## config.mk

```make
export PLATFORM = sky130hd
export DESIGN_NAME = timestamp_to_calendar_date_flat
export DESIGN_NICKNAME = d
export VERILOG_FILES = /design/src/sv/ts2cd_pkg.sv /design/src/sv/ts2cd_if.sv /design/src/sv/ts2cd_pipe_ctrl.sv /design/src/sv/ts2cd_day_split.sv /design/src/sv/ts2cd_clock.sv /design/src/sv/ts2cd_civil.sv /design/src/sv/timestamp_to_calendar_date.sv /design/src/flat_wrapper.sv
export SDC_FILE = /design/constraint.sdc
export NUM_CORES = 2
export LEC_CHECK = 0
export ABC_AREA = 0
export BUFFER_PORTS_ARGS = -buffer_cell sky130_fd_sc_hd__clkbuf_2
export CAP_MARGIN = 5
export CORE_MARGIN = 2
export CORE_UTILIZATION = 30
export DETAILED_ROUTE_END_ITERATION = 8
export PLACE_DENSITY = 0.4
export SYNTH_ARGS = -nofsm -noshare
export SYNTH_HDL_FRONTEND = slang
export SYNTH_HIERARCHICAL = 1
export SYNTH_SLANG_ARGS = --single-unit
export TNS_END_PERCENT = 30
```

## constraint.sdc

```tcl
create_clock -name clk -period 13.15 [get_ports clk]
set_input_delay 1.9725 -clock clk [delete_from_list [all_inputs] [get_ports clk]]
set_output_delay 1.9725 -clock clk [all_outputs]
set_load 0.005 [all_outputs]
```

## src/sv/ts2cd_pkg.sv

```systemverilog
// ts2cd_pkg: shared types, constants and helpers for the timestamp to calendar converter
// no dependencies; imported by every other file of the block

package ts2cd_pkg;

	// pipeline depth, from input register to output register
	localparam int unsigned STAGES = 8;

	// configuration port
	localparam int unsigned CFG_DATA_W = 17;
	localparam int unsigned OFFSET_W   = 17;

	typedef enum logic [0:0] {
		REG_BIG_ENDIAN = 1'b0,
		REG_UTC_OFFSET = 1'b1
	} cfg_reg_t;

	// item payloads
	typedef struct packed {
		logic [7:0] byte_0;
		logic [7:0] byte_1;
		logic [7:0] byte_2;
		logic [7:0] byte_3;
	} stamp_t;

	typedef struct packed {
		logic [4:0]  day_of_month;
		logic [3:0]  month_number;
		logic [11:0] year_full;
		logic [4:0]  hour_of_day;
		logic [5:0]  minute_of_hour;
		logic [5:0]  second_of_minute;
	} cal_t;

	// per-stage load enables and valid bits
	typedef struct packed {
		logic [STAGES:1] en;
		logic [STAGES:1] vld;
	} pipe_ctl_t;

	// internal widths
	localparam int unsigned TOTAL_W = 33;  // biased seconds, always non-negative
	localparam int unsigned DAYS_W  = 16;  // biased day count
	localparam int unsigned SECS_W  = 17;  // seconds of the day
	localparam int unsigned Z_W     = 18;  // days since 1600-03-01

	// (3804 + 21053) days in seconds: epoch of 1980-06-01 plus a bias that keeps
	// the sum positive over the whole input range
	localparam logic [TOTAL_W-1:0] EPOCH_BIAS = 33'd2147644800;

	// biased day count to days since 1600-03-01: 135080 - 21053
	localparam logic [Z_W-1:0] Z_BIAS   = 18'd114027;
	localparam logic [Z_W-1:0] ERA_DAYS = 18'd146097;

	// seconds per day is 128 * 675; quotient by 675 via reciprocal, exact below 2^26
	localparam logic [26:0] DAY_RECIP = 27'd101806633;
	localparam int unsigned DAY_SHIFT = 36;
	localparam logic [9:0]  DAY_ODD   = 10'd675;

	// hour and minute split, exact over the seconds of one day
	localparam logic [17:0] HOUR_RECIP = 18'd149131;
	localparam int unsigned HOUR_SHIFT = 29;
	localparam logic [12:0] MIN_RECIP  = 13'd4370;
	localparam int unsigned MIN_SHIFT  = 18;

	// leap day corrections inside one 400 year era
	localparam logic [18:0] QUAD_RECIP = 19'd367720;  // by 1460
	localparam int unsigned QUAD_SHIFT = 29;
	localparam logic [17:0] YEAR_RECIP = 18'd183860;  // by 365
	localparam int unsigned YEAR_SHIFT = 26;
	localparam logic [Z_W-1:0] CENT_DAYS = 18'd36524;
	localparam logic [Z_W-1:0] ERA_LAST  = 18'd146096;

	localparam logic [11:0] YEAR_BASE = 12'd1600;
	localparam logic [11:0] ERA_YEARS = 12'd400;

	// first day of each month within a year that starts in March
	function automatic logic [8:0] month_start(input logic [3:0] mp);
		logic [8:0] s;
		case (mp)
			4'd0:    s = 9'd0;
			4'd1:    s = 9'd31;
			4'd2:    s = 9'd61;
			4'd3:    s = 9'd92;
			4'd4:    s = 9'd122;
			4'd5:    s = 9'd153;
			4'd6:    s = 9'd184;
			4'd7:    s = 9'd214;
			4'd8:    s = 9'd245;
			4'd9:    s = 9'd275;
			4'd10:   s = 9'd306;
			4'd11:   s = 9'd337;
			default: s = 9'd0;
		endcase
		return s;
	endfunction

endpackage

```

## src/sv/ts2cd_if.sv

```systemverilog
// ts2cd_if: valid/ready channels for timestamp items and calendar items
// depends on ts2cd_pkg for the payload types

interface ts2cd_stamp_if import ts2cd_pkg::*; ();
	logic   valid;
	logic   ready;
	stamp_t payload;

	modport source (output valid, output payload, input ready);
	modport sink (input valid, input payload, output ready);
endinterface

interface ts2cd_cal_if import ts2cd_pkg::*; ();
	logic valid;
	logic ready;
	cal_t payload;

	modport source (output valid, output payload, input ready);
	modport sink (input valid, input payload, output ready);
endinterface

```

## src/sv/ts2cd_pipe_ctrl.sv

```systemverilog
// ts2cd_pipe_ctrl: valid bits and load enables of the pipeline stages
// depends on ts2cd_pkg; a stage loads when it is empty or the next one loads

module ts2cd_pipe_ctrl import ts2cd_pkg::*; (
	input  logic      clk,
	input  logic      arst_n,
	input  logic      in_valid,
	input  logic      out_ready,
	output pipe_ctl_t ctl
);

	logic [STAGES:1] vld_q;
	logic [STAGES:1] en;

	// enables ripple back from the output side
	always_comb begin
		en[STAGES] = !vld_q[STAGES] || out_ready;
		for (int k = STAGES - 1; k >= 1; k--) begin
			en[k] = !vld_q[k] || en[k+1];
		end
	end

	// valid bits follow the data
	always_ff @(posedge clk or negedge arst_n) begin
		if (!arst_n) begin
			vld_q <= '0;
		end else begin
			if (en[1]) begin
				vld_q[1] <= in_valid;
			end
			for (int k = 2; k <= STAGES; k++) begin
				if (en[k]) begin
					vld_q[k] <= vld_q[k-1];
				end
			end
		end
	end

	assign ctl.en  = en;
	assign ctl.vld = vld_q;

endmodule

```

## src/sv/ts2cd_day_split.sv

```systemverilog
// ts2cd_day_split: stages 1 to 3, byte assembly, epoch add and split into days and seconds
// depends on ts2cd_pkg; stage enables come from ts2cd_pipe_ctrl

module ts2cd_day_split import ts2cd_pkg::*; (
	input  logic                       clk,
	input  pipe_ctl_t                  ctl,
	input  stamp_t                     stamp,
	input  logic                       big_endian,
	input  logic signed [OFFSET_W-1:0] utc_offset,
	output logic [Z_W-1:0]             z_s3,
	output logic [SECS_W-1:0]          secs_s3
);

	logic [31:0]          word;
	logic [TOTAL_W:0]     total;
	logic [TOTAL_W-1:0]   t_s1;
	logic [52:0]          day_prod;
	logic [DAYS_W-1:0]    q_s2;
	logic [25:0]          hi_s2;
	logic [6:0]           lo_s2;
	logic [25:0]          q_odd;
	logic [25:0]          rem_hi;

	// stage 1: join bytes and add the biased epoch minus the zone offset
	always_comb begin
		if (big_endian) begin
			word = {stamp.byte_0, stamp.byte_1, stamp.byte_2, stamp.byte_3};
		end else begin
			word = {stamp.byte_3, stamp.byte_2, stamp.byte_1, stamp.byte_0};
		end
		total = {1'b0, EPOCH_BIAS} + {{2{word[31]}}, word}
			- {{(TOTAL_W + 1 - OFFSET_W){utc_offset[OFFSET_W-1]}}, utc_offset};
	end

	always_ff @(posedge clk) begin
		if (ctl.en[1]) begin
			t_s1 <= total[TOTAL_W-1:0];
		end
	end

	// stage 2: drop the factor 128, then divide by 675 with a reciprocal
	assign day_prod = 53'(t_s1[TOTAL_W-1:7]) * 53'(DAY_RECIP);

	always_ff @(posedge clk) begin
		if (ctl.en[2]) begin
			q_s2  <= day_prod[DAY_SHIFT+DAYS_W-1:DAY_SHIFT];
			hi_s2 <= t_s1[TOTAL_W-1:7];
			lo_s2 <= t_s1[6:0];
		end
	end

	// stage 3: seconds of the day and day count from 1600-03-01
	always_comb begin
		q_odd  = 26'(q_s2) * 26'(DAY_ODD);
		rem_hi = hi_s2 - q_odd;
	end

	always_ff @(posedge clk) begin
		if (ctl.en[3]) begin
			secs_s3 <= {rem_hi[9:0], lo_s2};
			z_s3    <= Z_W'(q_s2) + Z_BIAS;
		end
	end

endmodule

```

## src/sv/ts2cd_clock.sv

```systemverilog
// ts2cd_clock: stages 4 to 8, seconds of the day into hour, minute and second
// depends on ts2cd_pkg; stage enables come from ts2cd_pipe_ctrl

module ts2cd_clock import ts2cd_pkg::*; (
	input  logic              clk,
	input  pipe_ctl_t         ctl,
	input  logic [SECS_W-1:0] secs_s3,
	output logic [4:0]        hour_s8,
	output logic [5:0]        min_s8,
	output logic [5:0]        sec_s8
);

	logic [34:0]       hour_prod;
	logic [4:0]        hour_s4, hour_s5, hour_s6, hour_s7;
	logic [SECS_W-1:0] secs_s4;
	logic [SECS_W-1:0] rem_full;
	logic [11:0]       rem_s5, rem_s6;
	logic [24:0]       min_prod;
	logic [5:0]        min_s6, min_s7;
	logic [11:0]       sec_full;
	logic [5:0]        sec_s7;

	// stage 4: hour by reciprocal
	assign hour_prod = 35'(secs_s3) * 35'(HOUR_RECIP);

	always_ff @(posedge clk) begin
		if (ctl.en[4]) begin
			hour_s4 <= hour_prod[HOUR_SHIFT+4:HOUR_SHIFT];
			secs_s4 <= secs_s3;
		end
	end

	// stage 5: seconds within the hour
	assign rem_full = secs_s4 - SECS_W'(hour_s4) * SECS_W'(3600);

	always_ff @(posedge clk) begin
		if (ctl.en[5]) begin
			rem_s5  <= rem_full[11:0];
			hour_s5 <= hour_s4;
		end
	end

	// stage 6: minute by reciprocal
	assign min_prod = 25'(rem_s5) * 25'(MIN_RECIP);

	always_ff @(posedge clk) begin
		if (ctl.en[6]) begin
			min_s6  <= min_prod[MIN_SHIFT+5:MIN_SHIFT];
			rem_s6  <= rem_s5;
			hour_s6 <= hour_s5;
		end
	end

	// stage 7: second within the minute
	assign sec_full = rem_s6 - 12'(min_s6) * 12'd60;

	always_ff @(posedge clk) begin
		if (ctl.en[7]) begin
			sec_s7  <= sec_full[5:0];
			min_s7  <= min_s6;
			hour_s7 <= hour_s6;
		end
	end

	// stage 8: output register
	always_ff @(posedge clk) begin
		if (ctl.en[8]) begin
			hour_s8 <= hour_s7;
			min_s8  <= min_s7;
			sec_s8  <= sec_s7;
		end
	end

endmodule

```

## src/sv/ts2cd_civil.sv

```systemverilog
// ts2cd_civil: stages 4 to 8, day count into Gregorian year, month and day
// depends on ts2cd_pkg; stage enables come from ts2cd_pipe_ctrl

module ts2cd_civil import ts2cd_pkg::*; (
	input  logic           clk,
	input  pipe_ctl_t      ctl,
	input  logic [Z_W-1:0] z_s3,
	output logic [4:0]     day_s8,
	output logic [3:0]     month_s8,
	output logic [11:0]    year_s8
);

	logic            era_hi;
	logic [Z_W-1:0]  doe_s4, doe_s5, doe_s6;
	logic            era_s4, era_s5, era_s6, era_s7;
	logic [36:0]     quad_prod;
	logic [2:0]      cent_cnt;
	logic [6:0]      quad_s5;
	logic [2:0]      cent_s5;
	logic            last_s5;
	logic [Z_W-1:0]  n_days;
	logic [35:0]     year_prod;
	logic [8:0]      yoe_s6, yoe_s7;
	logic [1:0]      yoe_cent;
	logic [Z_W-1:0]  year_days;
	logic [Z_W-1:0]  doy_full;
	logic [8:0]      doy_s7;
	logic [3:0]      mp;
	logic [3:0]      month;
	logic [8:0]      day_full;
	logic [11:0]     year;

	// stage 4: pick the 400 year era, 1600 or 2000
	assign era_hi = z_s3 >= ERA_DAYS;

	always_ff @(posedge clk) begin
		if (ctl.en[4]) begin
			doe_s4 <= era_hi ? z_s3 - ERA_DAYS : z_s3;
			era_s4 <= era_hi;
		end
	end

	// stage 5: leap day counts inside the era
	always_comb begin
		quad_prod = 37'(doe_s4) * 37'(QUAD_RECIP);
		cent_cnt  = 3'(doe_s4 >= CENT_DAYS) + 3'(doe_s4 >= 18'(2 * CENT_DAYS))
			+ 3'(doe_s4 >= 18'(3 * CENT_DAYS)) + 3'(doe_s4 >= ERA_LAST);
	end

	always_ff @(posedge clk) begin
		if (ctl.en[5]) begin
			quad_s5 <= quad_prod[QUAD_SHIFT+6:QUAD_SHIFT];
			cent_s5 <= cent_cnt;
			last_s5 <= doe_s4 >= ERA_LAST;
			doe_s5  <= doe_s4;
			era_s5  <= era_s4;
		end
	end

	// stage 6: year of era by reciprocal of 365
	always_comb begin
		n_days    = doe_s5 - Z_W'(quad_s5) + Z_W'(cent_s5) - Z_W'(last_s5);
		year_prod = 36'(n_days) * 36'(YEAR_RECIP);
	end

	always_ff @(posedge clk) begin
		if (ctl.en[6]) begin
			yoe_s6 <= year_prod[YEAR_SHIFT+8:YEAR_SHIFT];
			doe_s6 <= doe_s5;
			era_s6 <= era_s5;
		end
	end

	// stage 7: day of the March-based year
	always_comb begin
		yoe_cent  = 2'(yoe_s6 >= 9'd100) + 2'(yoe_s6 >= 9'd200) + 2'(yoe_s6 >= 9'd300);
		year_days = Z_W'(yoe_s6) * Z_W'(365) + Z_W'(yoe_s6[8:2]) - Z_W'(yoe_cent);
		doy_full  = doe_s6 - year_days;
	end

	always_ff @(posedge clk) begin
		if (ctl.en[7]) begin
			doy_s7 <= doy_full[8:0];
			yoe_s7 <= yoe_s6;
			era_s7 <= era_s6;
		end
	end

	// stage 8: month by boundary compares, then day and full year
	always_comb begin
		mp = '0;
		for (int k = 1; k < 12; k++) begin
			mp = mp + 4'(doy_s7 >= month_start(4'(k)));
		end
		month    = (mp < 4'd10) ? mp + 4'd3 : mp - 4'd9;
		day_full = doy_s7 - month_start(mp) + 9'd1;
		year     = YEAR_BASE + (era_s7 ? ERA_YEARS : 12'd0) + 12'(yoe_s7)
			+ 12'(month <= 4'd2);
	end

	always_ff @(posedge clk) begin
		if (ctl.en[8]) begin
			day_s8   <= day_full[4:0];
			month_s8 <= month;
			year_s8  <= year;
		end
	end

endmodule

```

## src/sv/timestamp_to_calendar_date.sv

```systemverilog
// timestamp_to_calendar_date: raw 32-bit telemetry timestamp to UTC calendar fields
// depends on ts2cd_pkg, ts2cd_if, ts2cd_pipe_ctrl, ts2cd_day_split, ts2cd_clock, ts2cd_civil
//
//   channel    dir  handshake      payload
//   stamp      in   valid/ready    byte_0 .. byte_3
//   calendar   out  valid/ready    day, month, year, hour, minute, second
//   wr_*       in   wr_en only     register index and 17-bit data
//
// eight register stages; an item taken in moves from stage to stage as each load enable allows,
// up to the output register, where its result can be taken
// one item per cycle sustained while calendar.ready stays high; the last stage is the output register
// a stall at the output fills empty stages first, then holds stamp.ready low
// reset clears the valid bits and sets big-endian order with zero offset

module timestamp_to_calendar_date import ts2cd_pkg::*; (
	input  logic                  clk,
	input  logic                  arst_n,
	ts2cd_stamp_if.sink           stamp,
	ts2cd_cal_if.source           calendar,
	input  logic                  wr_en,
	input  cfg_reg_t              wr_index,
	input  logic [CFG_DATA_W-1:0] wr_data
);

	logic                       big_endian_q;
	logic signed [OFFSET_W-1:0] utc_offset_q;
	pipe_ctl_t                  ctl;
	logic [Z_W-1:0]             z_s3;
	logic [SECS_W-1:0]          secs_s3;
	logic [4:0]                 hour_s8;
	logic [5:0]                 min_s8;
	logic [5:0]                 sec_s8;
	logic [4:0]                 day_s8;
	logic [3:0]                 month_s8;
	logic [11:0]                year_s8;

	// configuration registers
	always_ff @(posedge clk or negedge arst_n) begin
		if (!arst_n) begin
			big_endian_q <= 1'b1;
			utc_offset_q <= '0;
		end else if (wr_en) begin
			case (wr_index)
				REG_BIG_ENDIAN: big_endian_q <= wr_data[0];
				REG_UTC_OFFSET: utc_offset_q <= wr_data[OFFSET_W-1:0];
				default: ;
			endcase
		end
	end

	// stage control
	ts2cd_pipe_ctrl u_ctrl (
		.clk      (clk),
		.arst_n   (arst_n),
		.in_valid (stamp.valid),
		.out_ready(calendar.ready),
		.ctl      (ctl)
	);

	ts2cd_day_split u_split (
		.clk       (clk),
		.ctl       (ctl),
		.stamp     (stamp.payload),
		.big_endian(big_endian_q),
		.utc_offset(utc_offset_q),
		.z_s3      (z_s3),
		.secs_s3   (secs_s3)
	);

	ts2cd_clock u_clock (
		.clk    (clk),
		.ctl    (ctl),
		.secs_s3(secs_s3),
		.hour_s8(hour_s8),
		.min_s8 (min_s8),
		.sec_s8 (sec_s8)
	);

	ts2cd_civil u_civil (
		.clk     (clk),
		.ctl     (ctl),
		.z_s3    (z_s3),
		.day_s8  (day_s8),
		.month_s8(month_s8),
		.year_s8 (year_s8)
	);

	// channel outputs
	assign stamp.ready    = ctl.en[1];
	assign calendar.valid = ctl.vld[STAGES];

	always_comb begin
		calendar.payload.day_of_month     = day_s8;
		calendar.payload.month_number     = month_s8;
		calendar.payload.year_full        = year_s8;
		calendar.payload.hour_of_day      = hour_s8;
		calendar.payload.minute_of_hour   = min_s8;
		calendar.payload.second_of_minute = sec_s8;
	end

`ifndef SYNTH
	// input is refused only when every stage holds an item
	a_full_when_blocked: assert property (@(posedge clk) disable iff (!arst_n)
		!stamp.ready |-> (&ctl.vld))
		else $error("input blocked with an empty stage");

	// an accepted item lands in the first stage
	a_first_stage_load: assert property (@(posedge clk) disable iff (!arst_n)
		(stamp.valid && stamp.ready) |=> ctl.vld[1])
		else $error("accepted item lost at the first stage");

	// month, hour, minute and second stay in their ranges, and the day of the month is at least 1
	a_fields_in_range: assert property (@(posedge clk) disable iff (!arst_n)
		calendar.valid |-> (calendar.payload.month_number >= 4'd1
			&& calendar.payload.month_number <= 4'd12
			&& calendar.payload.day_of_month >= 5'd1
			&& calendar.payload.hour_of_day <= 5'd23
			&& calendar.payload.minute_of_hour <= 6'd59
			&& calendar.payload.second_of_minute <= 6'd59))
		else $error("calendar field out of range");
`endif

endmodule

```

## src/flat_wrapper.sv

```systemverilog
// flat-port wrapper written by rule: the top's interface ports become plain ports
module timestamp_to_calendar_date_flat import ts2cd_pkg::*;
  (clk, arst_n, wr_en, wr_index, wr_data, stamp_valid, stamp_payload, stamp_ready, calendar_valid, calendar_payload, calendar_ready);
  ts2cd_stamp_if stamp_i ();
  ts2cd_cal_if calendar_i ();
  input  logic clk;
  input  logic arst_n;
  input  logic wr_en;
  input  cfg_reg_t wr_index;
  input  logic [CFG_DATA_W-1:0] wr_data;
  input wire logic [$bits(stamp_i.valid)-1:0] stamp_valid;
  input wire logic [$bits(stamp_i.payload)-1:0] stamp_payload;
  output wire logic [$bits(stamp_i.ready)-1:0] stamp_ready;
  output wire logic [$bits(calendar_i.valid)-1:0] calendar_valid;
  output wire logic [$bits(calendar_i.payload)-1:0] calendar_payload;
  input wire logic [$bits(calendar_i.ready)-1:0] calendar_ready;
  assign stamp_i.valid = stamp_valid;
  assign stamp_i.payload = stamp_payload;
  assign stamp_ready = stamp_i.ready;
  assign calendar_valid = calendar_i.valid;
  assign calendar_payload = calendar_i.payload;
  assign calendar_i.ready = calendar_ready;
  timestamp_to_calendar_date u_core (.clk(clk), .arst_n(arst_n), .stamp(stamp_i), .calendar(calendar_i), .wr_en(wr_en), .wr_index(wr_index), .wr_data(wr_data));
endmodule
```

==> metrics <==
f_max around 110 MHz; die outline area 152000 µm²; synthesis warning total 6; top-area cell type share of the netlist area between 20% and 30%; P&R area growth vs syn 9.66%; post-synthesis compound-gate area fraction 7.13%; top-level port count 95; post-layout min period ~9200 ps; antenna cells 0; residual DRC count 0; Synthesized Nets 5728; Synth top cells by count inv_1, ha_1, fa_1; R2R Setup Slk 3900 ps; Post-synth EDFFs 294; R2R Path Start u_core/u_civil/doe_s5[0]; 1st-iter DRT viols 894; critical path's largest stage delay 560 ps; HP Class reg2reg; final core occ 33.1%; status finished, final reports clean; Critical Path Sink Type flip-flop; Multi-input gate area about 31000 µm²; Rows 141; routed len/inst 16.5 µm; Die Ht 390 µm; die width roughly 390 µm; R2R depth 30; Final GP Congestion between 0.7 and 0.8; clk buf depth 3; ranking of synthesized cells by area ha_1, fa_1, edfxtp_1; Synth Flop Type edfxtp_1; final net count 5873; Final Hold Fails 0; RR Endpoint u_core/u_civil/yoe_s6[8]; crit-path most repeated cell fa_1; post-synthesis mux area share under 10%; WP data required approximately 14000 ps; TritonCTS clock tree yes; Post-Route WL roughly 100000 µm; critical path's slowest cell fa_1; Post-Syn Area roughly 45000 µm²; top-count cell post-synth inv_1; Storage cell area about 9500 µm²; drt first pass iters 4; critical path depth in cells 30; crit path kind reg2reg; slew margin rel. between 20 and 30%; post-detail-place hpwl 87400 µm; I/O Buffers 94; vias in the first global route 29900; vias 27300; endpoints failing setup 0; Worst Clk Skew approximately 80 ps; CTS clk-pin slew, worst paths ~60 ps; H-tree level count 2; Max-Cap Viols 0; final slew viol count 0; antenna-violating nets left 0; global-route usage over all layers 14.0%; postcts setup bufs 0; hold buffers post-CTS 0; crit path capture u_core/u_civil/yoe_s6[8]; Syn Area/Cell 10.8 µm²; Skew-Pair Late Insertion Delay roughly 640 ps; total gr overflow 0; slew at the pin closest to its max-slew limit 1060 ps; Synth Instances 4117; synth unique cells between 80 and 90; Simple-Gate Fraction of Synth Area 5.03%; filler cell count 15000; crit share post-route 70.3%; Initial Util between 30% and 40%; unrepaired setup endpoints after global routing no; share of layout cells above drive strength 1 ~6.3%; Vias/cell 4.39; critical path arrival 9610 ps; antenna violations before repair 4; asr flop ratio synth between 8 and 9%; CTS Root Cell clkbuf_16; delay-heaviest family, CP adder cells; largest net degree at the start of global routing 40; register area share after synthesis 21.2%; clk sinks 320; TNS Setup 0 ps; #FFs+latches synth 320; Worst setup SP type flip-flop; crit-path max FO 10; post-CTS sizing 0; core area 148000 µm²; number of buffer and inverter stages on the critical path 5; first-pass GRT wire length 167000 µm; cell accounting for the most synthesized area ha_1; Post-Synth Adder-Cell Area 52.4%; crit path launch u_core/u_civil/doe_s5[0]; CTS Buf Count 42; largest family of logic cells by synthesized area adder cells; Synth Area in XOR/XNOR 3.72%
worst register-to-register path: cells and delay by family, from the launching register on:
kind            cells  cell delay, ps
compound gates      9            2140
xor+xnor            2             700
fa+ha+maj          10            4470
buf+inv             5             590
flops               1             410
simple gates        4             650
cell type report:
type / count / area share, %
multi-input cells: 2730 / 63.6
flip-flops and latches: 320 / 19.4
inverters: 1045 / 8.02
well taps: 1930 / 4.94
clock buffers: 49 / 2.20
repair buffers: 123 / 1.41
clock inverters: 24 / 0.478
how the worst min path moves through the flow:
stage          slack (ps)                   endpoint                      start  cells after the start
2_1_floorplan         400      u_core/u_civil/era_s5      u_core/u_civil/era_s4                      0
3_3_place_gp          400  u_core/u_clock/hour_s7[0]  u_core/u_clock/hour_s6[0]                      0
3_5_place_dp          400  u_core/u_clock/hour_s6[4]  u_core/u_clock/hour_s5[4]                      0
4_1_cts               410   u_core/u_clock/rem_s5[1]  u_core/u_clock/secs_s4[1]                      0
5_1_grt               420  u_core/u_split/secs_s3[2]    u_core/u_split/lo_s2[2]                      0
6_report              410   u_core/u_clock/rem_s5[1]  u_core/u_clock/secs_s4[1]                      0
routing by layer:
layer,track usage [%],share of wire [%]
met5,0,0.013
met4,2.39,1.3
met2,23.3,46
met1,19.8,50
met3,1.55,2.5
registers in the layout, indices dropped and copies added, names as in the netlist, 12 cells and up:
signal,flops
u_core/u_civil/doe_s4,18
u_core/u_civil/doe_s5,18
u_core/u_civil/year_s8,12
u_core/u_clock/rem_s5,12
u_core/u_clock/secs_s4,12
u_core/u_split/q_s2,16
u_core/u_split/secs_s3,17
u_core/u_split/t_s1,33
u_core/u_split/z_s3,18
u_core/utc_offset_q,17
cells by family (layout without fill, tap and decap cells):
logic type,Yosys count,in the layout
AOI/OAI and AO/OA,491,491
and+or+nand+nor,442,442
adders and majority gates,1556,1556
DFF,320,320
buffers and inverters,1067,1241
muxes,53,53
xor gates and xnor gates,188,188
cells in the final DEF (no fill, tap or decap), drive strengths merged, types with 7 or more instances in the layout:
cell type and n:
xor2 46, a21o 65, o211ai 15, o21a 16, and3 18, fa 522
buf 29, mux2i 11, nand4 33, clkbuf 143, dfrtp 25, inv 1048
a21oi 157, a31o 10, nor2 98, clkinv 17, nand3b 9, nand2b 25
a311oi 8, nor4 8, a211oi 21, nor3 39, ha 1034, or2 11
or3 8, and2 8, a31oi 18, mux2 42, o21bai 17, edfxtp 294
nand2 104, xnor2 141, a21boi 7, nor2b 20, nand3 44, o21ai 106
through the flow:
stage	cell area (µm²)	std cells	setup slack (ps)	hold slack, ps
floorplan	44600	4117	4430	400
global placement	47600	6148	3880	401
detailed placement	47600	6148	3800	405
CTS	48900	6221	3810	412
global route	48900	6221	3150	420
finish	48900	6221	3900	413
Power is not shown: default switching activity piles up to over one toggle a cycle in this logic, so the estimate is an artifact.
